--- src/rtl/cpr_pkg.sv ---
package cpr_pkg;

	localparam int FRAME_W = 10;

	localparam logic [1:0] PAGE_BINARY = 2'd0;
	localparam logic [1:0] PAGE_SWAP   = 2'd1;

	localparam logic [2:0] OP_INSERT = 3'd0;
	localparam logic [2:0] OP_FREE   = 3'd1;
	localparam logic [2:0] OP_TOUCH  = 3'd2;
	localparam logic [2:0] OP_PIN    = 3'd3;
	localparam logic [2:0] OP_UNPIN  = 3'd4;
	localparam logic [2:0] OP_EVICT  = 3'd5;

	localparam logic [2:0] ST_OK        = 3'd0;
	localparam logic [2:0] ST_FULL      = 3'd1;
	localparam logic [2:0] ST_NOT_FOUND = 3'd2;
	localparam logic [2:0] ST_NO_VICTIM = 3'd3;
	localparam logic [2:0] ST_EMPTY     = 3'd4;

	localparam logic [4:0] CMD_NOP       = 5'd0;
	localparam logic [4:0] CMD_LATCH     = 5'd1;
	localparam logic [4:0] CMD_INS_WR    = 5'd2;
	localparam logic [4:0] CMD_LOC_INIT  = 5'd3;
	localparam logic [4:0] CMD_RD_CUR    = 5'd4;
	localparam logic [4:0] CMD_LOC_STEP  = 5'd5;
	localparam logic [4:0] CMD_LOC_FOUND = 5'd6;
	localparam logic [4:0] CMD_FLAG      = 5'd7;
	localparam logic [4:0] CMD_EV_INIT   = 5'd8;
	localparam logic [4:0] CMD_EV_STEP   = 5'd9;
	localparam logic [4:0] CMD_EV_NOVIC  = 5'd10;
	localparam logic [4:0] CMD_EV_PICK   = 5'd11;
	localparam logic [4:0] CMD_PR_STEP   = 5'd12;
	localparam logic [4:0] CMD_PR_FOUND  = 5'd13;
	localparam logic [4:0] CMD_RD_SLOT   = 5'd14;
	localparam logic [4:0] CMD_UNLINK    = 5'd15;
	localparam logic [4:0] CMD_RESP      = 5'd16;

	typedef struct packed {
		logic [2:0]         opcode;
		logic [FRAME_W-1:0] frame;
		logic               is_write;
		logic [1:0]         kind;
	} req_t;

	typedef struct packed {
		logic [2:0]         status;
		logic [FRAME_W-1:0] victim_frame;
		logic               write_to_swap;
	} rsp_t;

	typedef struct packed {
		logic [1:0] kind;
		logic       dirty;
		logic       accessed;
		logic       pinned;
	} flags_t;

	typedef struct packed {
		logic [4:0] op;
		logic       set_status;
		logic [2:0] status;
	} cmd_t;

	typedef struct packed {
		logic [2:0] opcode;
		logic       full;
		logic       empty;
		logic       walk_done;
		logic       ev_done;
		logic       match;
		logic       pinned;
		logic       accessed;
		logic       next_is_slot;
		logic       slot_is_head;
		logic       out_free;
	} sts_t;

endpackage

--- src/rtl/clock_page_replacement.sv ---
// Channel   Direction  Handshake              Word
// req       in         req_valid / req_stall  cpr_pkg::req_t
// rsp       out        rsp_valid / rsp_stall  cpr_pkg::rsp_t
//
// Each request gives exactly one response. Free, touch, pin and unpin walk the
// ring with a read state and a check state per entry, set by the single
// registered read port of the entry memories. Evict reads and checks each entry
// examined (at most twice the entry count), plus the predecessor walk.
// Reset empties the table at once; no clearing pass is needed.
// A request is taken while an earlier response still waits in the output register.
module clock_page_replacement #(
	parameter int CAPACITY = 64
) (
	input  logic           clk,
	input  logic           arst_n,
	input  logic           req_valid,
	output logic           req_stall,
	input  cpr_pkg::req_t  req_word,
	output logic           rsp_valid,
	input  logic           rsp_stall,
	output cpr_pkg::rsp_t  rsp_word
);

	cpr_pkg::cmd_t cmd;
	cpr_pkg::sts_t sts;

	cpr_ctrl u_ctrl (
		.clk       (clk),
		.arst_n    (arst_n),
		.req_valid (req_valid),
		.req_stall (req_stall),
		.sts       (sts),
		.cmd       (cmd)
	);

	cpr_dp #(
		.CAPACITY (CAPACITY)
	) u_dp (
		.clk       (clk),
		.arst_n    (arst_n),
		.req_word  (req_word),
		.rsp_valid (rsp_valid),
		.rsp_stall (rsp_stall),
		.rsp_word  (rsp_word),
		.cmd       (cmd),
		.sts       (sts)
	);

`ifndef SYNTHESIS
	a_one_at_a_time: assert property (@(posedge clk) disable iff (!arst_n)
		(req_valid && !req_stall) |=> req_stall)
		else $error("request taken while another is in progress");

	a_victim_only_on_ok: assert property (@(posedge clk) disable iff (!arst_n)
		(rsp_valid && (rsp_word.status != cpr_pkg::ST_OK)) |->
		((rsp_word.victim_frame == '0) && !rsp_word.write_to_swap))
		else $error("victim reported with a failing status");

	a_resp_after_req: assert property (@(posedge clk) disable iff (!arst_n)
		$rose(rsp_valid) |-> $past(req_stall))
		else $error("response without a request in progress");
`endif

endmodule

--- src/rtl/cpr_ctrl.sv ---
module cpr_ctrl (
	input  logic           clk,
	input  logic           arst_n,
	input  logic           req_valid,
	output logic           req_stall,
	input  cpr_pkg::sts_t  sts,
	output cpr_pkg::cmd_t  cmd
);

	localparam logic [3:0] S_IDLE = 4'd0;
	localparam logic [3:0] S_DISP = 4'd1;
	localparam logic [3:0] S_LRD  = 4'd2;
	localparam logic [3:0] S_LCHK = 4'd3;
	localparam logic [3:0] S_URD  = 4'd4;
	localparam logic [3:0] S_UL   = 4'd5;
	localparam logic [3:0] S_ERD  = 4'd6;
	localparam logic [3:0] S_ECHK = 4'd7;
	localparam logic [3:0] S_PDEC = 4'd8;
	localparam logic [3:0] S_PRD  = 4'd9;
	localparam logic [3:0] S_PCHK = 4'd10;
	localparam logic [3:0] S_RESP = 4'd11;
	localparam logic [3:0] S_INS  = 4'd12;

	logic [3:0] state_q;
	logic [3:0] state_d;

	assign req_stall = (state_q != S_IDLE);

	always_comb begin
		state_d = state_q;
		cmd.op = cpr_pkg::CMD_NOP;
		cmd.set_status = 1'b0;
		cmd.status = cpr_pkg::ST_OK;
		case (state_q)
			S_IDLE: begin
				if (req_valid) begin
					cmd.op = cpr_pkg::CMD_LATCH;
					state_d = S_DISP;
				end
			end
			S_DISP: begin
				case (sts.opcode)
					cpr_pkg::OP_INSERT: begin
						if (sts.full) begin
							cmd.set_status = 1'b1;
							cmd.status = cpr_pkg::ST_FULL;
							state_d = S_RESP;
						end else begin
							state_d = S_INS;
						end
					end
					cpr_pkg::OP_FREE, cpr_pkg::OP_TOUCH, cpr_pkg::OP_PIN,
					cpr_pkg::OP_UNPIN: begin
						cmd.op = cpr_pkg::CMD_LOC_INIT;
						state_d = S_LRD;
					end
					cpr_pkg::OP_EVICT: begin
						if (sts.empty) begin
							cmd.set_status = 1'b1;
							cmd.status = cpr_pkg::ST_EMPTY;
							state_d = S_RESP;
						end else begin
							cmd.op = cpr_pkg::CMD_EV_INIT;
							state_d = S_ERD;
						end
					end
					default: begin
						state_d = S_RESP;
					end
				endcase
			end
			S_INS: begin
				cmd.op = cpr_pkg::CMD_INS_WR;
				state_d = S_RESP;
			end
			S_LRD: begin
				if (sts.walk_done) begin
					cmd.set_status = 1'b1;
					cmd.status = cpr_pkg::ST_NOT_FOUND;
					state_d = S_RESP;
				end else begin
					cmd.op = cpr_pkg::CMD_RD_CUR;
					state_d = S_LCHK;
				end
			end
			S_LCHK: begin
				if (sts.match) begin
					if (sts.opcode == cpr_pkg::OP_FREE) begin
						cmd.op = cpr_pkg::CMD_LOC_FOUND;
						state_d = S_URD;
					end else begin
						cmd.op = cpr_pkg::CMD_FLAG;
						state_d = S_RESP;
					end
				end else begin
					cmd.op = cpr_pkg::CMD_LOC_STEP;
					state_d = S_LRD;
				end
			end
			S_URD: begin
				cmd.op = cpr_pkg::CMD_RD_SLOT;
				state_d = S_UL;
			end
			S_UL: begin
				cmd.op = cpr_pkg::CMD_UNLINK;
				state_d = S_RESP;
			end
			S_ERD: begin
				if (sts.ev_done) begin
					cmd.op = cpr_pkg::CMD_EV_NOVIC;
					cmd.set_status = 1'b1;
					cmd.status = cpr_pkg::ST_NO_VICTIM;
					state_d = S_RESP;
				end else begin
					cmd.op = cpr_pkg::CMD_RD_CUR;
					state_d = S_ECHK;
				end
			end
			S_ECHK: begin
				if (!sts.pinned && !sts.accessed) begin
					cmd.op = cpr_pkg::CMD_EV_PICK;
					state_d = S_PDEC;
				end else begin
					cmd.op = cpr_pkg::CMD_EV_STEP;
					state_d = S_ERD;
				end
			end
			S_PDEC: begin
				state_d = sts.slot_is_head ? S_URD : S_PRD;
			end
			S_PRD: begin
				cmd.op = cpr_pkg::CMD_RD_CUR;
				state_d = S_PCHK;
			end
			S_PCHK: begin
				if (sts.next_is_slot) begin
					cmd.op = cpr_pkg::CMD_PR_FOUND;
					state_d = S_URD;
				end else begin
					cmd.op = cpr_pkg::CMD_PR_STEP;
					state_d = S_PRD;
				end
			end
			S_RESP: begin
				if (sts.out_free) begin
					cmd.op = cpr_pkg::CMD_RESP;
					state_d = S_IDLE;
				end
			end
			default: begin
				state_d = S_IDLE;
			end
		endcase
	end

	always_ff @(posedge clk or negedge arst_n) begin
		if (!arst_n) begin
			state_q <= S_IDLE;
		end else begin
			state_q <= state_d;
		end
	end

endmodule

--- src/rtl/cpr_dp.sv ---
module cpr_dp #(
	parameter int CAPACITY = 64
) (
	input  logic           clk,
	input  logic           arst_n,
	input  cpr_pkg::req_t  req_word,
	output logic           rsp_valid,
	input  logic           rsp_stall,
	output cpr_pkg::rsp_t  rsp_word,
	input  cpr_pkg::cmd_t  cmd,
	output cpr_pkg::sts_t  sts
);

	localparam int SW = (CAPACITY > 1) ? $clog2(CAPACITY) : 1;
	localparam logic [SW:0] CAP_W = (SW+1)'(CAPACITY);

	logic [cpr_pkg::FRAME_W-1:0] frame_mem [CAPACITY];
	cpr_pkg::flags_t             flags_mem [CAPACITY];
	logic [SW-1:0]               next_mem  [CAPACITY];
	logic [SW-1:0]               stack_mem [CAPACITY];

	logic [cpr_pkg::FRAME_W-1:0] frame_rd_q;
	cpr_pkg::flags_t             flags_rd_q;
	logic [SW-1:0]               next_rd_q;
	logic [SW-1:0]               stack_rd_q;

	cpr_pkg::req_t  req_q;
	cpr_pkg::rsp_t  res_q;
	cpr_pkg::rsp_t  out_q;
	logic           out_vld_q;
	logic [SW-1:0]  head_q, tail_q, hand_q, cur_q, slot_q, prev_q;
	logic           hand_vld_q, prev_vld_q;
	logic [SW:0]    count_q, fresh_q, sp_q;
	logic [SW+1:0]  step_q;

	logic [SW-1:0]  raddr, sp_m1, ins_slot, adv;
	logic           fresh_ok;
	logic           frame_we, flags_we, next_we, stack_we;
	logic [SW-1:0]  flags_wa, next_wa, next_wd;
	cpr_pkg::flags_t flags_wd;

	assign raddr    = (cmd.op == cpr_pkg::CMD_RD_SLOT) ? slot_q : cur_q;
	assign sp_m1    = sp_q[SW-1:0] - SW'(1);
	assign fresh_ok = (fresh_q != CAP_W);
	assign ins_slot = fresh_ok ? fresh_q[SW-1:0] : stack_rd_q;
	assign adv      = (cur_q == tail_q) ? head_q : next_rd_q;

	assign sts.opcode       = req_q.opcode;
	assign sts.full         = (count_q == CAP_W);
	assign sts.empty        = (count_q == '0);
	assign sts.walk_done    = (step_q == {1'b0, count_q});
	assign sts.ev_done      = (step_q == {count_q, 1'b0});
	assign sts.match        = (frame_rd_q == req_q.frame);
	assign sts.pinned       = flags_rd_q.pinned;
	assign sts.accessed     = flags_rd_q.accessed;
	assign sts.next_is_slot = (next_rd_q == slot_q);
	assign sts.slot_is_head = (slot_q == head_q);
	assign sts.out_free     = !out_vld_q || !rsp_stall;

	assign rsp_valid = out_vld_q;
	assign rsp_word  = out_q;

	always_comb begin
		frame_we = 1'b0;
		flags_we = 1'b0;
		next_we  = 1'b0;
		stack_we = 1'b0;
		flags_wa = cur_q;
		flags_wd = flags_rd_q;
		next_wa  = tail_q;
		next_wd  = ins_slot;
		case (cmd.op)
			cpr_pkg::CMD_INS_WR: begin
				frame_we = 1'b1;
				flags_we = 1'b1;
				flags_wa = ins_slot;
				flags_wd = '{kind: req_q.kind, dirty: 1'b0, accessed: 1'b0, pinned: 1'b0};
				next_we  = (count_q != '0);
			end
			cpr_pkg::CMD_FLAG: begin
				flags_we = 1'b1;
				case (req_q.opcode)
					cpr_pkg::OP_TOUCH: begin
						flags_wd.accessed = 1'b1;
						flags_wd.dirty = flags_rd_q.dirty | req_q.is_write;
					end
					cpr_pkg::OP_PIN: begin
						flags_wd.pinned = 1'b1;
					end
					default: begin
						flags_wd.pinned = 1'b0;
					end
				endcase
			end
			cpr_pkg::CMD_EV_STEP: begin
				flags_we = !flags_rd_q.pinned;
				flags_wd.accessed = 1'b0;
			end
			cpr_pkg::CMD_UNLINK: begin
				next_we  = prev_vld_q;
				next_wa  = prev_q;
				next_wd  = next_rd_q;
				stack_we = 1'b1;
			end
			default: begin
			end
		endcase
	end

	always_ff @(posedge clk) begin
		if (frame_we) begin
			frame_mem[ins_slot] <= req_q.frame;
		end
		if (flags_we) begin
			flags_mem[flags_wa] <= flags_wd;
		end
		if (next_we) begin
			next_mem[next_wa] <= next_wd;
		end
		if (stack_we) begin
			stack_mem[sp_q[SW-1:0]] <= slot_q;
		end
		frame_rd_q <= frame_mem[raddr];
		flags_rd_q <= flags_mem[raddr];
		next_rd_q  <= next_mem[raddr];
		stack_rd_q <= stack_mem[sp_m1];
	end

	always_ff @(posedge clk) begin
		if (cmd.set_status) begin
			res_q.status <= cmd.status;
		end
		case (cmd.op)
			cpr_pkg::CMD_LATCH: begin
				req_q <= req_word;
				res_q <= '0;
			end
			cpr_pkg::CMD_LOC_INIT: begin
				cur_q <= head_q;
				step_q <= '0;
				prev_vld_q <= 1'b0;
			end
			cpr_pkg::CMD_LOC_STEP: begin
				prev_q <= cur_q;
				prev_vld_q <= 1'b1;
				cur_q <= next_rd_q;
				step_q <= step_q + 1'b1;
			end
			cpr_pkg::CMD_LOC_FOUND: begin
				slot_q <= cur_q;
			end
			cpr_pkg::CMD_EV_INIT: begin
				cur_q <= hand_vld_q ? hand_q : head_q;
				step_q <= '0;
			end
			cpr_pkg::CMD_EV_STEP: begin
				cur_q <= adv;
				step_q <= step_q + 1'b1;
			end
			cpr_pkg::CMD_EV_NOVIC: begin
				hand_q <= cur_q;
			end
			cpr_pkg::CMD_EV_PICK: begin
				hand_q <= cur_q;
				slot_q <= cur_q;
				prev_vld_q <= 1'b0;
				cur_q <= head_q;
				res_q.victim_frame <= frame_rd_q;
				res_q.write_to_swap <= (flags_rd_q.kind == cpr_pkg::PAGE_SWAP) ||
					((flags_rd_q.kind == cpr_pkg::PAGE_BINARY) && flags_rd_q.dirty);
			end
			cpr_pkg::CMD_PR_STEP: begin
				cur_q <= next_rd_q;
			end
			cpr_pkg::CMD_PR_FOUND: begin
				prev_q <= cur_q;
				prev_vld_q <= 1'b1;
			end
			cpr_pkg::CMD_UNLINK: begin
				if (hand_vld_q && (hand_q == slot_q)) begin
					hand_q <= (slot_q == tail_q) ? head_q : next_rd_q;
				end
			end
			cpr_pkg::CMD_RESP: begin
				out_q <= res_q;
			end
			default: begin
			end
		endcase
	end

	always_ff @(posedge clk or negedge arst_n) begin
		if (!arst_n) begin
			head_q <= '0;
			tail_q <= '0;
			hand_vld_q <= 1'b0;
			count_q <= '0;
			fresh_q <= '0;
			sp_q <= '0;
			out_vld_q <= 1'b0;
		end else begin
			case (cmd.op)
				cpr_pkg::CMD_INS_WR: begin
					tail_q <= ins_slot;
					if (count_q == '0) begin
						head_q <= ins_slot;
					end
					count_q <= count_q + 1'b1;
					if (fresh_ok) begin
						fresh_q <= fresh_q + 1'b1;
					end else begin
						sp_q <= sp_q - 1'b1;
					end
				end
				cpr_pkg::CMD_EV_NOVIC, cpr_pkg::CMD_EV_PICK: begin
					hand_vld_q <= 1'b1;
				end
				cpr_pkg::CMD_UNLINK: begin
					if (hand_vld_q && (hand_q == slot_q) && (count_q == (SW+1)'(1))) begin
						hand_vld_q <= 1'b0;
					end
					if (!prev_vld_q) begin
						head_q <= next_rd_q;
					end
					if ((slot_q == tail_q) && prev_vld_q) begin
						tail_q <= prev_q;
					end
					count_q <= count_q - 1'b1;
					sp_q <= sp_q + 1'b1;
				end
				default: begin
				end
			endcase
			if (cmd.op == cpr_pkg::CMD_RESP) begin
				out_vld_q <= 1'b1;
			end else if (!rsp_stall) begin
				out_vld_q <= 1'b0;
			end
		end
	end

endmodule

--- config.mk ---
export PLATFORM = sky130hd
export DESIGN_NAME = clock_page_replacement
export DESIGN_NICKNAME = d
export VERILOG_FILES = /design/src/rtl/cpr_pkg.sv /design/src/rtl/clock_page_replacement.sv /design/src/rtl/cpr_ctrl.sv /design/src/rtl/cpr_dp.sv
export SDC_FILE = /design/constraint.sdc
export NUM_CORES = 2
export LEC_CHECK = 0
export ABC_CLOCK_PERIOD_IN_PS = 8700
export BUFFER_PORTS_ARGS = -buffer_cell sky130_fd_sc_hd__buf_4
export CORE_MARGIN = 2
export CORE_UTILIZATION = 55
export CTS_CLUSTER_SIZE = 16
export DETAILED_ROUTE_END_ITERATION = 8
export PLACE_DENSITY_LB_ADDON = 0.2
export SETUP_SLACK_MARGIN = 0.3
export SLEW_MARGIN = 20
export SYNTH_ARGS = -nofsm -noshare
export SYNTH_HDL_FRONTEND = slang
export SYNTH_SLANG_ARGS = --single-unit
--- constraint.sdc ---
create_clock -name clk -period 8.7 [get_ports clk]
set_input_delay 1.74 -clock clk [delete_from_list [all_inputs] [get_ports clk]]
set_output_delay 1.74 -clock clk [all_outputs]
set_load 0.1 [all_outputs]
==> flow_metrics.py <==
metrics = {
    "routing": {
        "dr.first_iter.drc_count": 6384,
        "ant_nets": 0,
        "post-route-drc-count": 0,
        "vias": 51639,
        "viasPerCell": 6.39,
        "wire_per_inst_um": 26.6,
        "drt_first_pass_iters": 8,
        "drt_wl_total_um": 215000,
    },
    "cells_and_area": {
        "layout_commonest_cell": "edfxtp_1",
        "drive_gt1_frac": 0.0978,
        "fin_nets": 6039,
        "layout_common_cells": "edfxtp_1, nand2_1, a21oi_1, nor2_1, nand2b_1",
        "area.growth.synth_to_final_pct": 9.86,
        "fin_util": 0.610,
    },
    "floorplan": {
        "core_area_um2": 146000,
        "die-area_um2": 150000,
        "start_util": 0.555,
        "row_count": 140,
        "die_x_um": 388,
        "pin_count": 36,
        "fp.dieH_um": 388,
    },
    "power_and_ir_drop": {
        "swShare": 0.347,
        "powerDensity_nw_per_um2": 312,
        "ir_drop_uv": 370,
        "p_int_mw": 18.1,
        "seq_power_share": 0.398,
        "switching_power_mw": 9.62,
        "pwr-share-comb": 0.315,
        "p_leak_nw": 29.5,
        "clkPwrFrac": 0.287,
    },
    "clock_tree": {
        "cts_resized": 0,
        "h-tree-depth": 4,
        "cts-buffers-inserted": 189,
        "ctsHoldBuffers": 0,
        "clock_latency_ns": 0.85,
        "postCtsSetupBuffers": 0,
        "cts.sinks": 1870,
        "cts_tree": "built",
        "path_clk_slew_ns": 0.06,
        "cts_buffer_depth": 3,
        "cts_root_buf": "clkbuf_16",
    },
    "critical_path": {
        "crit_chain": "buf_4 -> xnor2_1 -> nand4_1 -> or4_1 -> or3b_2 -> nand4_4 -> buf_4 -> nand2_1 -> nand2_2 -> buf_4 -> a221oi_1 -> a22oi_1 -> nand4_1",
        "crit_start": "u_dp.req_q[9]",
        "path_max_fanout": 65,
        "cpMostUsedCell": "buf_4",
        "crit_type": "register to register",
        "critPathSlowestCell": "or4_1",
        "setup.worst_path.start_class": "register",
        "crit_arrival_ns": 6.75,
        "end_kind": "register",
        "required_ns": 9.49,
        "worst_path_largest_cell_delay_ns": 0.71,
        "r2r-start": "u_dp.req_q[9]",
    },
    "timing": {
        "slew_violations": 0,
        "max_freq_mhz": 168,
        "setup_tns_ns": 0,
        "setup_viol": 0,
        "final_hold_viol_count": 0,
        "rsz0062_at_grt": "no",
        "finalCriticalPeriod_ns": 5.96,
        "fin_crit_sh": 0.685,
        "worst_pin_slew_ns": 1.26,
        "relSlewSlack": 0.159,
        "fin_skew_ns": 0.0430,
    },
    "synthesis": {
        "postSynthRegisterBits": 1870,
        "synth_edf_count": 1802,
        "netlist_area_um2": 81000,
        "synthesis.nets": 6136,
        "synth_cell_types": 79,
        "ys_seq_area_frac": 0.687,
        "ys_warn_count": 0,
        "synth_ff_type": "edfxtp_1",
        "syn_area_per_cell_um2": 13.3,
        "async_reset_ff_frac": 0.0203,
        "synthCells": 6103,
    },
    "global_routing": {
        "grt_max_degree": 227,
        "grt_pass1_vias": 50129,
        "grt_pass1_wl_um": 319000,
        "gr-total-overflow": 0,
        "antenna_found_initial": 1,
        "gr-usage-all-layers": 0.283,
    },
    "worst_hold_path": {
        "holdCritPathClass": "register to register",
        "hold_path_startpoint": "u_dp.res_q[0]",
    },
    "placement": {
        "post-dp-hpwl_um": 126000,
        "io_buffers": 35,
        "routabilityCongestion": 0.867,
    },
    "run": {
        "maxCapViolCount": 0,
    },
    "run_status": {
        "outcome": "completed",
    },
}
final cells by class:
class / instances / area (µm²)
Sequential cell: 1870 / 55700
Inverter: 106 / 405
Antenna cell: 1 / 2.50
Tap cell: 1917 / 2400
Multi-Input combinational cell: 3703 / 23300
Timing Repair Buffer: 136 / 1190
Clock buffer: 259 / 5130
Fill cell: 10857 / 56900
Clock inverter: 90 / 935
metal layers:
layer,share of wire,up-vias,GRT usage,wire length (µm)
met2,0.48,2652,0.449,102000
met4,0.047,2,0.131,10000
li1,-,22704,-,-
met3,0.089,520,0.0502,19100
met1,0.39,25761,0.383,83400
met5,0.000051,-,0,11
synth_stat cells (33+ instances only):
master / count / area (µm²)
nand2b_1: 265 / 1660
a21oi_1: 535 / 2680
o2111ai_1: 84 / 736
o21ai_0: 239 / 1200
a221oi_1: 84 / 736
buf_2: 119 / 596
edfxtp_1: 1802 / 54100
nand3_1: 42 / 210
nand2_1: 1043 / 3920
clkbuf_1: 243 / 912
nor2_1: 319 / 1200
inv_1: 105 / 394
a22oi_1: 91 / 683
o21ai_1: 65 / 325
a31oi_1: 89 / 557
a211oi_1: 172 / 1290
xnor2_1: 55 / 482
mux2i_1: 267 / 2670
dfrtp_1: 38 / 951
buf_4: 33 / 248
mux4_2: 126 / 2840
through the flow:
stage	instance area (µm²)	std cells	setup WS, ns	hold slack (ns)	total power [mW]
2_1_floorplan	81000	6103	2.96	0.400	16.9
3_3_place_gp	82900	7732	2.63	0.402	19.7
3_5_place_dp	82900	7732	2.66	0.405	19.8
4_1_cts	89000	8081	2.82	0.420	27.7
5_1_grt	89000	8081	2.51	0.424	28.7
6_report	89000	8082	2.74	0.420	27.7
critical path: cells and delay by family (launching register included):
kind / cells / cell delay (ns)
XOR/XNOR: 1 / 0.20
AO/OA/AOI/OAI: 2 / 0.64
flip-flops: 1 / 0.32
AND/OR/NAND/NOR: 7 / 2.88
buffers and inverters: 3 / 1.74
logic make-up (layout without fill, tap and decap cells):
family / count (synthesis) / count (layout) / share of synthesized area
flops: 1870 / 1870 / 0.687
simple gates: 1802 / 1802 / 0.0973
compound gates: 1404 / 1404 / 0.106
buf+inv: 530 / 591 / 0.0290
mux: 398 / 398 / 0.0690
xor+xnor: 85 / 85 / 0.00919
fa+ha+maj: 14 / 14 / 0.00222
other cells: 0 / 1 / 0
sequential cells by signal, indices dropped and copies added, names as in the netlist, 3 cells and up:
name             count
u_ctrl.state_q       4
u_dp.count_q         7
u_dp.cur_q           6
u_dp.flags_mem     320
u_dp.flags_rd_q      3
u_dp.frame_mem     640
u_dp.frame_rd_q     10
u_dp.fresh_q         7
u_dp.hand_q          6
u_dp.head_q          6
u_dp.next_mem      384
u_dp.next_rd_q       6
u_dp.prev_q          6
u_dp.req_q          13
u_dp.res_q          14
u_dp.rsp_word       14
u_dp.slot_q          6
u_dp.sp_q            6
u_dp.stack_mem     384
u_dp.stack_rd_q      6
u_dp.step_q          8
u_dp.sts             5
u_dp.tail_q          6
power groups by stage:
stage	Sequential [mW]	Clock, mW	Combinational (mW)
after floorplan	11.0	0	5.89
after global placement	11.2	0	8.49
after detailed placement	11.2	0	8.62
after CTS	11.0	8.02	8.66
after global routing	11.1	8.38	9.25
final	11.0	7.95	8.73
worst paths after layout:
kind / slack (ns) / depth (start not counted) / end
max: 2.74 / 13 / u_dp.frame_rd_q[4]
min: 0.42 / 0 / u_dp.rsp_word[0]
max reg2reg: 2.74 / 13 / u_dp.frame_rd_q[4]
min reg2reg: 0.42 / 0 / u_dp.rsp_word[0]
max in group asynchronous: 7.36 / 1 / u_dp.sp_q[0]
min in group asynchronous: 0.91 / 1 / u_dp.sp_q[2]
Power figures use the tool's default switching activity.
